--- src/spectral_pixel_calibrate_correct_defines.svh ---
// ----------------------------------------------------------------------------
// Spectral pixel calibration - assertion macros
// Clocked on i_clk, disabled while i_rst_n is low.
// ----------------------------------------------------------------------------
`ifndef SPECTRAL_PIXEL_CALIBRATE_CORRECT_DEFINES_SVH
`define SPECTRAL_PIXEL_CALIBRATE_CORRECT_DEFINES_SVH

`ifndef SYNTHESIS
// Check that a property holds at every clock edge
`define SPC_ASSERT(lbl, prop, msg) \
    lbl: assert property (@(posedge i_clk) disable iff (!i_rst_n) prop) else $error(msg);
// Check that a condition never occurs
`define SPC_NEVER(lbl, cond, msg) \
    lbl: assert property (@(posedge i_clk) disable iff (!i_rst_n) !(cond)) else $error(msg);
`else
`define SPC_ASSERT(lbl, prop, msg)
`define SPC_NEVER(lbl, cond, msg)
`endif

`endif

--- src/spc_pkg.sv ---
// ----------------------------------------------------------------------------
// spc_pkg
// Shared widths, register codes, queue entry types and saturation helper.
// ----------------------------------------------------------------------------
`default_nettype none

package spc_pkg;

    localparam int IDX_W   = 12;
    localparam int CNT_W   = 16;
    localparam int LAM_W   = 28;
    localparam int VAL_W   = 32;
    localparam int GAIN_W  = 24;
    localparam int COEF_W  = 64;
    localparam int K_W     = 13;
    localparam int POLY_W  = 116;
    localparam int NUM_W   = 40;
    localparam int DEN_W   = 16;
    localparam int SIMPLE_W = 34;
    localparam int WIDE_W  = 42;
    localparam int CFG_IDX_W = 4;
    localparam int TDATA_W = 64;
    localparam int Q_DEPTH = 4;
    localparam int Q_AW    = 2;

    localparam logic [LAM_W-1:0]  LAMBDA_MIN_RST = 28'd62352851;
    localparam logic [LAM_W-1:0]  LAMBDA_MAX_RST = 28'd108133745;
    localparam logic [GAIN_W-1:0] CAL_GAIN_RST   = 24'd65536;

    localparam logic signed [WIDE_W-1:0] VAL_MAX = 42'sd2147483647;
    localparam logic signed [WIDE_W-1:0] VAL_MIN = -42'sd2147483648;

    typedef enum logic [CFG_IDX_W-1:0] {
        REG_COEFF_INTERCEPT = 4'd0,
        REG_COEFF_LINEAR    = 4'd1,
        REG_COEFF_SQUARE    = 4'd2,
        REG_COEFF_CUBE      = 4'd3,
        REG_LAMBDA_MIN      = 4'd4,
        REG_LAMBDA_MAX      = 4'd5,
        REG_METHOD          = 4'd6,
        REG_CAL_GAIN        = 4'd7
    } t_cfg_reg;

    typedef enum logic [1:0] {
        METHOD_RAW     = 2'd0,
        METHOD_DARK    = 2'd1,
        METHOD_RATIO   = 2'd2,
        METHOD_REFLECT = 2'd3
    } t_method;

    typedef struct packed {
        logic [CNT_W-1:0] sample;
        logic [CNT_W-1:0] dark;
        logic [CNT_W-1:0] reference;
    } t_spc_pix;

    typedef struct packed {
        logic [LAM_W-1:0] lam;
        t_spc_pix         pix;
    } t_spc_item;

    typedef struct packed {
        logic full;
        logic empty;
    } t_spc_qstat;

    typedef struct packed {
        logic [LAM_W-1:0]           lam;
        logic signed [SIMPLE_W-1:0] simple;
        logic                       ratio;
        logic                       neg;
        logic                       dzero;
        logic [DEN_W-1:0]           dmag;
    } t_spc_side;

    // Clamp a wide signed value to the signed 32 bit range
    function automatic logic [VAL_W-1:0] f_sat32(input logic signed [WIDE_W-1:0] v);
        logic [VAL_W-1:0] res;
        if (v > VAL_MAX) begin
            res = VAL_MAX[VAL_W-1:0];
        end else if (v < VAL_MIN) begin
            res = VAL_MIN[VAL_W-1:0];
        end else begin
            res = v[VAL_W-1:0];
        end
        return res;
    endfunction

endpackage

`default_nettype wire

--- src/spc_fifo.sv ---
// ----------------------------------------------------------------------------
// spc_fifo
// Short request queue between the classify front and the correction back.
// ----------------------------------------------------------------------------
`default_nettype none

module spc_fifo import spc_pkg::*; (
    input  wire        i_clk,
    input  wire        i_rst_n,
    input  wire        i_push,
    input  t_spc_item  i_item,
    input  wire        i_pop,
    output t_spc_item  o_item,
    output t_spc_qstat o_qstat
);

    t_spc_item        r_mem [Q_DEPTH];
    logic [Q_AW-1:0]  r_wr, r_rd;
    logic [Q_AW:0]    r_cnt;

    // Track pointers and fill level
    always_ff @(posedge i_clk) begin
        if (!i_rst_n) begin
            r_wr  <= '0;
            r_rd  <= '0;
            r_cnt <= '0;
        end else begin
            if (i_push) begin
                r_wr <= r_wr + 1'b1;
            end
            if (i_pop) begin
                r_rd <= r_rd + 1'b1;
            end
            case ({i_push, i_pop})
                2'b10:   r_cnt <= r_cnt + 1'b1;
                2'b01:   r_cnt <= r_cnt - 1'b1;
                default: r_cnt <= r_cnt;
            endcase
        end
    end

    // Store requests
    always_ff @(posedge i_clk) begin
        if (i_push) begin
            r_mem[r_wr] <= i_item;
        end
    end

    assign o_item        = r_mem[r_rd];
    assign o_qstat.full  = (r_cnt == (Q_AW+1)'(Q_DEPTH));
    assign o_qstat.empty = (r_cnt == '0);

endmodule

`default_nettype wire

--- config.mk ---
export PLATFORM = sky130hd
export DESIGN_NAME = spc_fifo
export DESIGN_NICKNAME = d
export VERILOG_FILES = /design/src/spectral_pixel_calibrate_correct_defines.svh /design/src/spc_pkg.sv /design/src/spc_fifo.sv
export SDC_FILE = /design/constraint.sdc
export NUM_CORES = 1
export LEC_CHECK = 0
export BUFFER_PORTS_ARGS = -buffer_cell sky130_fd_sc_hd__buf_4
export CAP_MARGIN = 5
export CELL_PAD_IN_SITES_DETAIL_PLACEMENT = 0
export CELL_PAD_IN_SITES_GLOBAL_PLACEMENT = 1
export CORE_MARGIN = 5
export CORE_UTILIZATION = 50
export DETAILED_ROUTE_END_ITERATION = 6
export PLACE_DENSITY_LB_ADDON = 0.1
export SLEW_MARGIN = 20
export SYNTH_ARGS = -nofsm -noshare
export SYNTH_HDL_FRONTEND = slang
export SYNTH_SLANG_ARGS = --single-unit
--- constraint.sdc ---
create_clock -name i_clk -period 6.6 [get_ports i_clk]
set_clock_uncertainty 0.15 [all_clocks]
set_input_delay 0.33 -clock i_clk [delete_from_list [all_inputs] [get_ports i_clk]]
set_output_delay 0.33 -clock i_clk [all_outputs]
set_load 0.01 [all_outputs]
==> impl_metrics.csv <==
group,metric,value,unit
global_route,use_met2,28.6,%
global_route,met3_usage,2.86,%
timing,rsz0062_at_grt,"no",
clock_network,worstSkewPairLatency,490,ps
clock_network,cts_tree,"done",
setup_path,worstPathCellList,"buf_16 > buf_4 > mux4_2 > buf_4",
timing,hold_violations,0,
synthesis,syn_inst,443,
floorplanning,io_pins,158,
routing,drc,0,
placed_design,port_buffers,157,
setup_path,crit_path_start_kind,"flip-flop",
power_and_ir_drop,power-per-cell-area,311,mW/mm²
setup_path,crit_top_cell,"buf_4",
setup_path,end_kind,"output pin",
finish,fin_nets,789,
routing,wl_per_cell,20.9,µm
routing,vias,5351,
finish,final_cell_mix,"edfxtp_1 (304), buf_4 (162), dlygate4sd3_1 (77), mux4_2 (76), clkbuf_16 (37)",
timing,worst_pin_slew,903,ps
synthesis,synth_seq_cells,313,
power_and_ir_drop,p_total,4590,µW
synthesis,yosysWarnings,0,
routing,ant_nets,0,
finish,register_area,0.00932,mm²
timing,min_period,3200,ps
setup_path,cp_slowest_cell,"dfxtp_4",
floorplanning,initial_core_util,50.6,%
placed_design,hpwlAfterDp,12.4,mm
worst_hold_path,hold_start,"i_pop",
routing,dr.pass1.iters,4,
synthesis,yosysUniqueCellTypes,22,
timing,max-slew-margin-rel,39.8,%
global_route,grt-ovfl-total,0,
timing,setup_viol,0,
global_route,grt_pass1_wl,33.5,mm
synthesis,ys_seq_area_share,81.2,%
clock_network,htreeDepth,2,
clock_network,clock-sinks,313,
global_route,grt_antenna_before_repair,1,
global_route,first_global_vias,6091,
setup_path,r2r-start,"r_wr[0]$_SDFFE_PN0P_",
finish,n_fill_cell,1542,
setup_path,r2r_cells,4,
setup_path,reg2reg_slack,4340,ps
global_route,grt_max_degree,58,
global_route,grt_util_met1,22.2,%
routing,vias_per_cell,5.29,
worst_hold_path,hold_depth,3,
finish,drive_above_1_share,40.4,%
worst_hold_path,hold_path.class,"in2reg",
setup_path,cp.required,6120,ps
finish,final_common_cell,"edfxtp_1",
finish,multi_input_area,0.00197,mm²
timing,fmax,0.313,GHz
timing,slew_viol_final,0,
timing,period_share,48.4,%
timing,fin_tns_setup,0,ps
synthesis,mappedNetlistArea,0.0115,mm²
routing,drt-initial-drc-count,339,
clock_network,cts_root_buf,"clkbuf_16",
setup_path,cp.arrival,2720,ps
setup_path,crit_fanout,33,
setup_path,r2r_end,"r_mem[0][3]$_DFFE_PP_",
placed_design,globalplace.congestion,0.681,
synthesis,syn-mean-instance-area,25.9,µm²
clock_network,cts.clk_slew.worst_paths,60,ps
finish,syn_to_final_growth,29.0,%
global_route,grt-busiest-layer,"met2",
power_and_ir_drop,ir_drop,0.000223,V
setup_path,slowest_delay,640,ps
floorplanning,die-height,161,µm
global_route,grt_util_all_layers,16.6,%
clock_network,cts_buffers,34,
routing,routed_wl,21.2,mm
clock_network,cts_resized,0,
floorplanning,die_x,161,µm
clock_network,cts_setup_buffers,0,
floorplanning,die_area,0.0261,mm²
floorplanning,num_rows,55,
setup_path,critical_path_class,"reg2out",
run_status,status,"completed",
synthesis,syn-num-nets,529,
flow_run,max-cap-violations,0,
power_and_ir_drop,p_leak,0.00507,µW
floorplanning,core,0.0226,mm²
clock_network,cts_buffer_depth,3,
[through the flow]
stage	std cells	hold slack [ps]	util (%)	setup slack [ps]	area, µm²
after global placement	873	342	56.9	3520	12900
after global routing	1012	38.0	65.3	3120	14800
after CTS	1011	21.9	65.3	3250	14800
after floorplan	443	279	-	3690	11500
after detailed placement	875	354	57.1	3780	12900
final	1012	44.6	65.3	3400	14800
[how the worst max path moves through the flow]
stage | from | end | slack [ps] | cells after the start
floorplan | r_wr[0]$_SDFFE_PN0P_ | r_mem[0][0]$_DFFE_PP_ | 3690 | 3
global placement | flip-flop | o_item[65] | 3520 | 3
detailed placement | flip-flop | o_item[65] | 3780 | 4
CTS | flip-flop | o_item[65] | 3250 | 4
global route | flip-flop | o_item[65] | 3120 | 4
finish | flip-flop | o_item[65] | 3400 | 4
[cells in the mapped netlist]
cell type,number,area share (%)
mux4_2,76,15
xor2_1,3,0.23
ha_1,5,0.55
buf_2,5,0.22
nor3_1,1,0.044
buf_1,3,0.098
inv_1,6,0.20
xnor2_1,2,0.15
and2_1,10,0.55
and3_1,1,0.055
mux2i_1,1,0.087
or3_1,1,0.055
nor2b_1,1,0.055
dfxtp_1,9,1.6
edfxtp_1,304,80
a21boi_0,1,0.066
buf_4,3,0.20
buf_12,5,0.87
fa_1,1,0.17
nand2_1,2,0.066
o21ai_0,2,0.087
buf_6,1,0.098
[flip-flops by register name, summed over array words and instances (netlist names), named ones only]
signal	cells
r_cnt	3
r_rd	2
r_mem	304
r_wr	2
[metal layers]
metal  share of wire [%]  vias to the layer above
met1                  43                     2777
met4                 1.7                        0
met5                   0                        -
met3                 4.9                       29
met2                  51                      138
li1                    -                     2407
[final cells by class]
cell class,count,area share [%]
sequential,313,63.0
multi-input combinational,107,13.3
inverter,6,0.152
clock buffer,43,6.55
timing repair buffer,241,13.8
antenna,1,0.0169
clock inverter,16,0.686
tap,285,2.41
[repair_timing]
action | in CTS | in global routing
endpoints found under the hold margin | 313 | 0
endpoints found under the setup margin | 0 | 0
hold buffers | 77 | 0
[worst max-delay path, delay by kind of cell (launching register included)]
family,cells,cell delay (ps)
multiplexers,1,600
flip-flops,1,640
buffers and inverters,3,970
[logic make-up (layout without fill, tap and decap cells)]
| family | Yosys count | after routing | share of synthesized area (%) |
|---|---|---|---|
| flops | 313 | 313 | 81.2 |
| mux | 77 | 77 | 15.0 |
| buf+inv | 23 | 306 | 1.68 |
| simple gates | 16 | 16 | 0.819 |
| fa+ha+maj | 6 | 6 | 0.721 |
| xor+xnor | 5 | 5 | 0.382 |
| compound gates | 3 | 3 | 0.153 |
| other cells | 0 | 1 | 0 |
[power breakdown]
group,switching [µW],internal [µW],leakage (µW)
combinational,223,271,0.00168
sequential,36.9,2280,0.00287
clock,703,1070,0.000531
total,963,3630,0.00507
Note: power is estimated with default switching activity, not from simulation.
